<file path="src/hw/rtl/sfd_pkg.sv">
// Shared types and constants of the sync frame decoder.
package sfd_pkg;

    localparam int WINDOW_LEN = 7;
    localparam int RATE_SLOTS = 2;

    // Magic word 0x5643414e, first received byte in element 0.
    localparam logic [3:0][7:0] MAGIC = {8'h56, 8'h43, 8'h41, 8'h4e};
    localparam logic [7:0] VERSION_OK = 8'd1;

    // Frame offsets counted from the magic.
    localparam logic [7:0] OFS_SEQ        = 8'd5;
    localparam logic [7:0] OFS_COUNT      = 8'd6;
    localparam logic [7:0] OFS_MASK       = 8'd7;
    localparam logic [7:0] OFS_RATE       = 8'd16;
    localparam logic [7:0] OFS_ENTRY      = 8'd24;
    localparam int         ENTRY_BYTES    = 16;

    typedef logic [WINDOW_LEN-1:0][7:0] window_t;

    typedef enum logic [2:0] {
        KIND_SEQ      = 3'd0,
        KIND_RATE     = 3'd1,
        KIND_TX       = 3'd2,
        KIND_BAD_LEN  = 3'd3,
        KIND_BAD_CHAN = 3'd4
    } kind_t;

    typedef struct packed {
        logic       hit;
        logic [1:0] shift;
    } magic_res_t;

endpackage

</file>
<file path="src/hw/rtl/sfd_magic_search.sv">
// Header magic search over the byte shifts with the version check.
module sfd_magic_search
    import sfd_pkg::*;
#(
    parameter int MAX_SHIFT = 3
)
(
    input  window_t     window,
    input  logic [7:0]  pos,
    input  logic [7:0]  rx_byte,
    output magic_res_t  result
);

    function automatic logic magic_at(input window_t w, input int s);
        logic ok;
        ok = 1'b1;
        for (int k = 0; k < 4; k++) begin
            if (w[s + k] != MAGIC[k]) begin
                ok = 1'b0;
            end
        end
        return ok;
    endfunction

    always_comb
    begin
        logic earlier;
        earlier = 1'b0;
        result  = '0;
        for (int s = 0; s < 4; s++) begin
            // The version byte of shift s arrives at position four plus s; an
            // earlier shift that already held the magic settles the frame.
            if (s <= MAX_SHIFT && pos == 8'(4 + s) && !earlier
                && magic_at(window, s) && rx_byte == VERSION_OK) begin
                result.hit   = 1'b1;
                result.shift = 2'(s);
            end
            if (s <= MAX_SHIFT) begin
                earlier = earlier | magic_at(window, s);
            end
        end
    end

endmodule

</file>
<file path="src/hw/rtl/sync_frame_decoder_unit.sv">
// Top level of the sync frame decoder: input register, decode and result register.
//
//  Channel | Handshake         | Payload
//  --------+-------------------+---------------------------------------------------
//  in      | in_valid/in_stall | rx_byte, frame_start
//  out     | out_valid/out_stall | kind, seq_number, channel, bitrate, entry_index,
//          |                   | can_id, data_length, frame_flags, payload
//
// Each byte passes through the input register and then the result register on its
// way from input beat to result beat. A new byte is accepted every cycle while in_stall is low.
// The decode stage advances whenever the result register is empty or being
// drained, so in_stall only rises while out_stall holds a waiting result.
// Reset clears the frame state and header window; the field buffer needs none.
module sync_frame_decoder_unit
    import sfd_pkg::*;
#(
    parameter int FRAME_BYTES = 192,
    parameter int MAX_ENTRIES = 4,
    parameter int CHANNELS    = 2,
    parameter int MAX_SHIFT   = 3
)
(
    input  logic        clk,
    input  logic        rst_n,

    input  logic        in_valid,
    output logic        in_stall,
    input  logic [7:0]  rx_byte,
    input  logic        frame_start,

    output logic        out_valid,
    input  logic        out_stall,
    output logic [2:0]  kind,
    output logic [7:0]  seq_number,
    output logic [7:0]  channel,
    output logic [31:0] bitrate,
    output logic [1:0]  entry_index,
    output logic [31:0] can_id,
    output logic [7:0]  data_length,
    output logic [7:0]  frame_flags,
    output logic [63:0] payload
);

    // Region limits, worked out at elaboration.
    localparam logic [8:0] FRAME_LIMIT = 9'(FRAME_BYTES);
    localparam logic [8:0] ENTRY_END   = 9'(24 + ENTRY_BYTES * MAX_ENTRIES);
    localparam logic [8:0] CHAN_LIMIT  = 9'(CHANNELS);
    localparam logic [8:0] RATE_LIMIT  = 9'(RATE_SLOTS);
    localparam logic [2:0] ENTRY_CAP   = 3'(MAX_ENTRIES);

    // Input register.
    logic       in_valid_reg;
    logic [7:0] rx_byte_reg;
    logic       frame_start_reg;

    // Frame state.
    logic [7:0] byte_position_reg, byte_position_next;
    window_t    window_reg, window_next;
    logic [1:0] shift_reg, shift_next;
    logic       accepted_reg, accepted_next;
    logic [2:0] entry_count_reg, entry_count_next;
    logic [7:0] rate_mask_reg, rate_mask_next;
    logic [7:0] field_buf_reg [ENTRY_BYTES];

    // Result register.
    logic        out_valid_reg;
    kind_t       kind_reg, kind_next;
    logic [7:0]  seq_reg, seq_next;
    logic [7:0]  channel_reg, channel_next;
    logic [31:0] bitrate_reg, bitrate_next;
    logic [1:0]  index_reg, index_next;
    logic [31:0] can_id_reg, can_id_next;
    logic [7:0]  length_reg, length_next;
    logic [7:0]  flags_reg, flags_next;
    logic [63:0] payload_reg, payload_next;

    logic       out_free;
    logic       advance;
    logic       emit;
    logic       buf_write;
    logic [3:0] buf_index;
    logic [7:0] pos;
    logic [7:0] f;
    logic [7:0] rate_ofs;
    logic [7:0] entry_ofs;
    magic_res_t magic;

    // The decode stage runs when the result register can take its answer.
    assign out_free = !out_valid_reg || !out_stall;
    assign advance  = in_valid_reg && out_free;
    assign in_stall = in_valid_reg && !out_free;

    assign pos       = frame_start_reg ? 8'd0 : byte_position_reg;
    assign f         = pos - {6'd0, shift_reg};
    assign rate_ofs  = f - OFS_RATE;
    assign entry_ofs = f - OFS_ENTRY;

    sfd_magic_search #(
        .MAX_SHIFT (MAX_SHIFT)
    ) u_magic (
        .window  (window_reg),
        .pos     (pos),
        .rx_byte (rx_byte_reg),
        .result  (magic)
    );

    always_comb
    begin
        byte_position_next = (pos == 8'hff) ? pos : pos + 8'd1;
        window_next        = window_reg;
        shift_next         = frame_start_reg ? 2'd0 : shift_reg;
        accepted_next      = frame_start_reg ? 1'b0 : accepted_reg;
        entry_count_next   = frame_start_reg ? 3'd0 : entry_count_reg;
        rate_mask_next     = frame_start_reg ? 8'd0 : rate_mask_reg;
        buf_write          = 1'b0;
        buf_index          = '0;
        emit               = 1'b0;
        kind_next          = KIND_SEQ;
        seq_next           = '0;
        channel_next       = '0;
        bitrate_next       = '0;
        index_next         = '0;
        can_id_next        = '0;
        length_next        = '0;
        flags_next         = '0;
        payload_next       = '0;

        // Bytes past the end of the frame are ignored until the next start mark.
        if ({1'b0, pos} < FRAME_LIMIT) begin
            if (pos < 8'(WINDOW_LEN)) begin
                window_next[pos[2:0]] = rx_byte_reg;
            end

            if (!accepted_next) begin
                if (magic.hit) begin
                    accepted_next = 1'b1;
                    shift_next    = magic.shift;
                end
            end else if (f == OFS_SEQ) begin
                emit     = 1'b1;
                seq_next = rx_byte_reg;
            end else if (f == OFS_COUNT) begin
                entry_count_next = ({1'b0, rx_byte_reg} < 9'(MAX_ENTRIES))
                                   ? rx_byte_reg[2:0] : ENTRY_CAP;
            end else if (f == OFS_MASK) begin
                rate_mask_next = rx_byte_reg;
            end else if (f >= OFS_RATE && f < OFS_ENTRY) begin
                // Two little-endian bitrate words; report on the top byte.
                buf_write = 1'b1;
                buf_index = {2'd0, rate_ofs[1:0]};
                if (rate_ofs[1:0] == 2'd3
                    && {8'd0, rate_ofs[2]} < CHAN_LIMIT
                    && {8'd0, rate_ofs[2]} < RATE_LIMIT
                    && rate_mask_reg[rate_ofs[2]]) begin
                    bitrate_next = {rx_byte_reg, field_buf_reg[2], field_buf_reg[1],
                                    field_buf_reg[0]};
                    if (bitrate_next != 32'd0) begin
                        emit         = 1'b1;
                        kind_next    = KIND_RATE;
                        channel_next = {7'd0, rate_ofs[2]};
                    end else begin
                        bitrate_next = '0;
                    end
                end
            end else if ({1'b0, f} >= {1'b0, OFS_ENTRY} && {1'b0, f} < ENTRY_END) begin
                // CAN entries: collect sixteen bytes, judge on the last one.
                buf_write = 1'b1;
                buf_index = entry_ofs[3:0];
                if (entry_ofs[3:0] == 4'd15 && {1'b0, entry_ofs[5:4]} < entry_count_reg) begin
                    emit         = 1'b1;
                    channel_next = field_buf_reg[6];
                    index_next   = entry_ofs[5:4];
                    can_id_next  = {field_buf_reg[3], field_buf_reg[2], field_buf_reg[1],
                                    field_buf_reg[0]};
                    length_next  = field_buf_reg[4];
                    flags_next   = field_buf_reg[5];
                    // Length is checked before the channel.
                    if (field_buf_reg[4] > 8'd8) begin
                        kind_next = KIND_BAD_LEN;
                    end else if ({1'b0, field_buf_reg[6]} >= CHAN_LIMIT) begin
                        kind_next = KIND_BAD_CHAN;
                    end else begin
                        kind_next    = KIND_TX;
                        payload_next = {rx_byte_reg, field_buf_reg[14], field_buf_reg[13],
                                        field_buf_reg[12], field_buf_reg[11],
                                        field_buf_reg[10], field_buf_reg[9],
                                        field_buf_reg[8]};
                    end
                end
            end
        end
    end

    always_ff @(posedge clk or negedge rst_n)
    begin
        if (!rst_n) begin
            in_valid_reg <= 1'b0;
        end else if (!in_stall) begin
            in_valid_reg <= in_valid;
        end
    end

    always_ff @(posedge clk)
    begin
        if (in_valid && !in_stall) begin
            rx_byte_reg     <= rx_byte;
            frame_start_reg <= frame_start;
        end
    end

    always_ff @(posedge clk or negedge rst_n)
    begin
        if (!rst_n) begin
            byte_position_reg <= '0;
            window_reg        <= '0;
            shift_reg         <= '0;
            accepted_reg      <= 1'b0;
            entry_count_reg   <= '0;
            rate_mask_reg     <= '0;
        end else if (advance) begin
            byte_position_reg <= byte_position_next;
            window_reg        <= window_next;
            shift_reg         <= shift_next;
            accepted_reg      <= accepted_next;
            entry_count_reg   <= entry_count_next;
            rate_mask_reg     <= rate_mask_next;
        end
    end

    always_ff @(posedge clk)
    begin
        if (advance && buf_write) begin
            field_buf_reg[buf_index] <= rx_byte_reg;
        end
    end

    always_ff @(posedge clk or negedge rst_n)
    begin
        if (!rst_n) begin
            out_valid_reg <= 1'b0;
        end else if (out_free) begin
            out_valid_reg <= advance && emit;
        end
    end

    always_ff @(posedge clk)
    begin
        if (advance && emit) begin
            kind_reg    <= kind_next;
            seq_reg     <= seq_next;
            channel_reg <= channel_next;
            bitrate_reg <= bitrate_next;
            index_reg   <= index_next;
            can_id_reg  <= can_id_next;
            length_reg  <= length_next;
            flags_reg   <= flags_next;
            payload_reg <= payload_next;
        end
    end

    assign out_valid   = out_valid_reg;
    assign kind        = kind_reg;
    assign seq_number  = seq_reg;
    assign channel     = channel_reg;
    assign bitrate     = bitrate_reg;
    assign entry_index = index_reg;
    assign can_id      = can_id_reg;
    assign data_length = length_reg;
    assign frame_flags = flags_reg;
    assign payload     = payload_reg;

endmodule

</file>
<file path="config.mk">
export PLATFORM = sky130hd
export DESIGN_NAME = sync_frame_decoder_unit
export DESIGN_NICKNAME = d
export VERILOG_FILES = /design/src/hw/rtl/sfd_pkg.sv /design/src/hw/rtl/sfd_magic_search.sv /design/src/hw/rtl/sync_frame_decoder_unit.sv
export SDC_FILE = /design/constraint.sdc
export NUM_CORES = 1
export LEC_CHECK = 0
export BUFFER_PORTS_ARGS = -buffer_cell sky130_fd_sc_hd__buf_2
export CAP_MARGIN = 10
export CORE_ASPECT_RATIO = 1.1
export CORE_MARGIN = 3
export CORE_UTILIZATION = 57
export DETAILED_ROUTE_END_ITERATION = 8
export PLACE_DENSITY = 0.79
export SETUP_SLACK_MARGIN = 0.5
export SLEW_MARGIN = 20
export SYNTH_ARGS = -nofsm -noshare
export SYNTH_HDL_FRONTEND = slang
export SYNTH_SLANG_ARGS = --single-unit
</file>
<file path="constraint.sdc">
create_clock -name clk -period 14.2 [get_ports clk]
set_input_delay 2.84 -clock clk [delete_from_list [all_inputs] [get_ports clk]]
set_output_delay 2.84 -clock clk [all_outputs]
set_load 0.05 [all_outputs]
</file>
== After elaboration in Yosys (flattened, before gate mapping) ==
Memories as Yosys holds them, arrays and structs flattened. A register that Yosys moved wholly into a read port is not among the register bits.
Cells that the tools add are included.

* Memory bits (writable): 128
* Input port bits: 13
* Memories kept: 1
* Register bits after elaboration: 246

{| class="wikitable"
|+ Memory list
! memory !! words !! bits a word !! read ports !! clocked after Yosys merged registers in !! wr ports !! RTL line !! source
|-
| field_buf_reg || 16 || 8 || 14 || 9 || 1 || sync_frame_decoder_unit.sv:63 || <nowiki>logic [7:0] field_buf_reg [ENTRY_BYTES];</nowiki>
|}

* $add $sub $neg: 4
* Order comparisons: 13
* Reductions and logical operators: 36
* Bitwise operators: 9
* Eq/ne operators: 27
* Muxes and demuxes: 85

{| class="wikitable"
|+ Operators by type and width
! operator !! number
|-
| 8-bit by 7-bit inequality test with 1-bit output, second input constant || 16
|-
| 8-bit two-way mux || 12
|-
| 56-bit bitwise mux || 1
|-
| 8-bit by 3-bit == test with 1-bit output, second input constant || 7
|-
| 1-bit two-way mux || 45
|-
| 3-bit two-way mux || 15
|-
| 32-bit nonzero test || 1
|-
| 4-bit two-way mux || 7
|-
| 8-bit demux with 3-bit select || 1
|-
| 1-bit logical AND || 21
|-
| 8-bit by 5-bit >= comparator with 1-bit output, second input constant || 2
|-
| 8-bit by 3-bit < comparator with 1-bit output, second input constant || 2
|-
| 8-bit OR reduction || 2
|-
| 10-bit OR reduction || 1
|-
| 8-bit by 1-bit adder with 8-bit output, second input constant || 1
|-
| 8-bit by 1-bit == test with 1-bit output, second input constant || 1
|-
| 8-bit == test, second input constant || 1
|-
| 8-bit by 2-bit >= comparator with 1-bit output, second input constant || 1
|-
| 8-bit by 4-bit greater-than comparator with 1-bit output, second input constant || 1
|-
| 8-bit by 5-bit < comparator with 1-bit output, second input constant || 1
|-
| 8-bit by 7-bit < comparator with 1-bit output, second input constant || 1
|-
| 8-bit < comparator, second input constant || 1
|-
| 2-bit two-way mux || 4
|-
| 8-bit by 2-bit subtractor with 8-bit output || 1
|-
| other kinds (14) || 28
|}

== Depth between registers and ports, before layout ==
* Depth in word-level cells: 15
* Mapped depth: 19
* Mapped depth without buffers: 15

== By module ==
From an unflattened synthesis, not the netlist that was laid out.

* Cells, all modules: 901
* Area, all modules: 14199.9 µm²

{| class="wikitable"
|+ Modules (own cells, without submodules)
! module !! area an instance (µm²) !! cells each !! times used !! sequential area each (µm²)
|-
| sync_frame_decoder_unit || 13823.3 || 849 || 1 || 10440.0
|-
| sfd_magic_search || 376.6 || 52 || 1 || 0.0
|}

== Least setup slack after synthesis ==
OpenSTA, ideal clock, no wires.

* Path type: input port to flip-flop
* Start: in out_stall
* End: reg bitrate_reg[0] (netlist: bitrate[0]) (enable)
* Arrival time: 11.569 ns
* Data required time: 13.456 ns
* Setup slack: 1.888 ns
* Buffers on the path: 1
* Stages on the path: 6
* Cell sequence: nand2_1 -> nand2_1 -> nor2_1 -> clkbuf_1 -> nand2_1 -> a21oi_1

* Longest elaborated chain between the ends: 4

{| class="wikitable"
|+ RTL lines
! what !! RTL line !! source
|-
| from (decl) || sync_frame_decoder_unit.sv:32 || <nowiki>input logic out_stall,</nowiki>
|-
| 1-bit zero test || sync_frame_decoder_unit.sv:89 || <nowiki>assign out_free = !out_valid_reg || !out_stall;</nowiki>
|-
| 1-bit logical OR || sync_frame_decoder_unit.sv:89 ||
|-
| 1-bit logical AND || sync_frame_decoder_unit.sv:90 || <nowiki>assign advance = in_valid_reg && out_free;</nowiki>
|-
| 1-bit logical AND || sync_frame_decoder_unit.sv:248 || <nowiki>if (advance && emit) begin</nowiki>
|-
| to (signal assigned) || sync_frame_decoder_unit.sv:252 || <nowiki>bitrate_reg <= bitrate_next;</nowiki>
|-
| to (decl) || sync_frame_decoder_unit.sv:70 || <nowiki>logic [31:0] bitrate_reg, bitrate_next;</nowiki>
|}

No other way between the ends.
A chain may end at the register's enable or synchronous reset.

== Final worst setup path ==
* Start: in out_stall
* End: out in_stall

* Longest elaborated chain between the ends: 4

{| class="wikitable"
|+ RTL lines
! what !! RTL line !! source
|-
| 1-bit zero test || sync_frame_decoder_unit.sv:89 ||
|-
| 1-bit logical OR || sync_frame_decoder_unit.sv:89 ||
|-
| 1-bit zero test || sync_frame_decoder_unit.sv:91 || <nowiki>assign in_stall = in_valid_reg && !out_free;</nowiki>
|-
| 1-bit logical AND || sync_frame_decoder_unit.sv:91 ||
|-
| to (decl) || sync_frame_decoder_unit.sv:27 || <nowiki>output logic in_stall,</nowiki>
|}

No other way between the ends.

==> impl_metrics.json <==
{
  "cts_made_buffers": 35,
  "status": "finished clean",
  "ys_seq_elements": 360,
  "design_area_mm2": 0.0163,
  "post_drt_wl_per_cell_um": 20.7,
  "synth_cell_types": 66,
  "cp_data_required_time_ps": 11360,
  "hold_viol_final": 0,
  "cts_num_sinks": 360,
  "cts_setup_buffers": 0,
  "synth_edf_count": 286,
  "drtIter0Drc": 802,
  "drive_gt1_share_pct": 27.2,
  "clk_latency_ps": 510,
  "areaGrowthSynthToFinish_pct": 16.4,
  "synth.top_cell.area_share_pct": 61.4,
  "initial_core_util_pct": 58.5,
  "syn_avg_cell_area_um2": 15.5,
  "relSlewSlack_pct": 31.9,
  "rr_worst_depth": 16,
  "crit_fanout": 3,
  "setup_viol": 0,
  "gr-total-overflow": 0,
  "core_mm2": 0.0239,
  "ant_nets": 0,
  "diodes": 0,
  "drv_cap": 0,
  "power_density_mw_per_mm2": 143,
  "synthesis.nets": 922,
  "fin_skew_ps": 21.7,
  "seq_area_frac_synth_pct": 74.6,
  "die_h_um": 170,
  "synth_compound_area_share_pct": 3.86,
  "cp-start-kind": "primary input",
  "end_kind": "output port",
  "cts_hold_buf": 0,
  "largest_register_ffs": 112,
  "fmax_ghz": 0.162,
  "cts_max_path_buffers": 3,
  "synthAdderAreaFrac_pct": 0.626,
  "r2r_end": "bitrate[12]",
  "slew_violations": 0,
  "fin_crit_ps": 6170,
  "rsz0062_at_grt": "no",
  "io_buffers": 179,
  "cts_resized": 0,
  "cts_tree": "yes",
  "cts.root.buffer_cell": "clkbuf_16",
  "dieArea_mm2": 0.0265,
  "final_cell_mix": "edfxtp_1 (286), buf_2 (179), and2_1 (101)",
  "grt_max_degree": 166,
  "vdd_ir_drop_max_uv": 109,
  "synth_xor_area_share_pct": 0.313,
  "placed_cell_area_mm2": 0.0152,
  "synth_top_family_by_area": "simple AND/OR/NAND/NOR gates",
  "yosys_most_used_dff": "edfxtp_1",
  "muxShareOfSynthArea_pct": 4.33,
  "hold_end": "window_reg[41]",
  "timing.final.ws_setup_ps": 8030,
  "reg2reg_from": "frame_start_reg",
  "rrSetupSlack_ps": 8750,
  "p_leak_nw": 5.66,
  "clkSlewWorstSetupHoldPaths_ps": 60,
  "viasPerCell": 5.82,
  "gp_congestion": 0.929,
  "htreeDepth": 2,
  "syn_inst": 902,
  "dp_slack_ps": 8030,
  "synth_top_area_cell": "edfxtp_1",
  "grt_pass1_vias": 8304,
  "cp_data_arrival_time_ps": 3330,
  "fillers": 1594,
  "worstHoldStart": "window_reg[41]",
  "die-width_um": 155,
  "final_common_cell": "edfxtp_1",
  "drc": 0,
  "yosys.area_share.simple_pct": 14.6,
  "crit_type": "in -> out",
  "syn-cell-area_mm2": 0.0140,
  "via_count": 8263,
  "yosysWarningCount": 0,
  "fin_crit_sh_pct": 43.4,
  "tns_ps": 0,
  "yosys-top-cells-area": "edfxtp_1 (61%), dfrtp_1 (13%), and2_1 (4.5%)",
  "holdPathStages": 2,
  "firstDrtPassIters": 6,
  "synth-async-reset-ratio_pct": 20.6,
  "worst_pin_slew_ps": 1010,
  "hp-class": "reg -> reg",
  "row_count": 59,
  "hpwl_um": 18100,
  "grt_util_all_layers_pct": 22.0,
  "pin_count": 180,
  "nets": 1110,
  "wl_um": 29400,
  "antenna_found_initial": 0,
  "grt_pass1_wl_um": 45700
}
cell type report:
cell class	count	area [um2]	area share, %
Tap cell	305	382	2.34
Clock inverter	14	101	0.623
Clock buffer	47	942	5.79
Inverter	13	48.8	0.300
Timing Repair Buffer	194	1020	6.27
Sequential cell	360	10400	64.1
Multi-Input combinational cell	486	3340	20.5
layer usage:
metal  vias up  routed length [um]  GRT usage [%]
met4         0                1020           8.72
met1      4075               11300           28.4
met5         -                   0              0
li1       3746                   -              -
met2       360               14900           37.6
met3        82                2150           3.79
metrics by stage:
stage               util, %  std cells  hold slack, ps  total power, mW
global route           68.0       1419             516             2.41
floorplan                 -        902             440             1.42
detailed placement     63.7       1358             471             1.49
CTS                    68.0       1419             492             2.33
global placement       63.7       1358             454             1.48
finish                 68.0       1419             489             2.32
worst max-delay path: stages:
cell     delay (ps)
buf_2            80
nand3_1          90
inv_1            60
buf_2           250
logic make-up (layout without fill, tap and decap cells):
family | Yosys count | in the layout
flip-flops | 360 | 360
XOR/XNOR | 5 | 5
multiplexers | 54 | 54
buffers and inverters | 56 | 268
adder cells (fa/ha/maj) | 7 | 7
AO/OA/AOI/OAI | 77 | 77
AND/OR/NAND/NOR | 343 | 343
worst max-delay path by stage:
stage               startpoint          to  cells after the start  slack [ps]
CTS                  out_stall    in_stall                      4        8030
global placement     out_stall    in_stall                      4        8020
floorplan            out_stall  bitrate[0]                      6        1890
detailed placement   out_stall    in_stall                      4        8030
global route         out_stall    in_stall                      4        8000
finish               out_stall    in_stall                      4        8030
Yosys cell counts, types with 2 or more instances:
master / count
o31ai_1: 4
clkbuf_1: 33
xnor2_1: 3
nor4_1: 16
nor3_1: 14
nand2b_1: 5
ha_1: 7
a2111o_1: 2
and4_1: 4
nor4b_1: 7
dfrtp_1: 74
mux2i_1: 2
o21ai_1: 2
nand3_1: 13
a21oi_1: 19
nor2_1: 38
inv_1: 13
and3_1: 67
and2_1: 101
o21a_1: 3
xor2_1: 2
nor3b_2: 2
a31oi_1: 3
nand2_1: 39
a32o_1: 2
nor4bb_1: 4
o211ai_1: 5
mux2_2: 52
o21ai_0: 17
nor2b_1: 5
nand4_1: 7
nand3b_1: 4
buf_2: 9
nand4b_1: 5
a22o_1: 2
edfxtp_1: 286
a21o_1: 2
power breakdown:
part	switching (mW)	total [mW]	internal, mW
clock	0.364	0.849	0.485
sequential	0.0554	1.26	1.21
combinational	0.109	0.207	0.0983
total	0.529	2.32	1.79
Note: power is estimated with default switching activity, not from simulation.
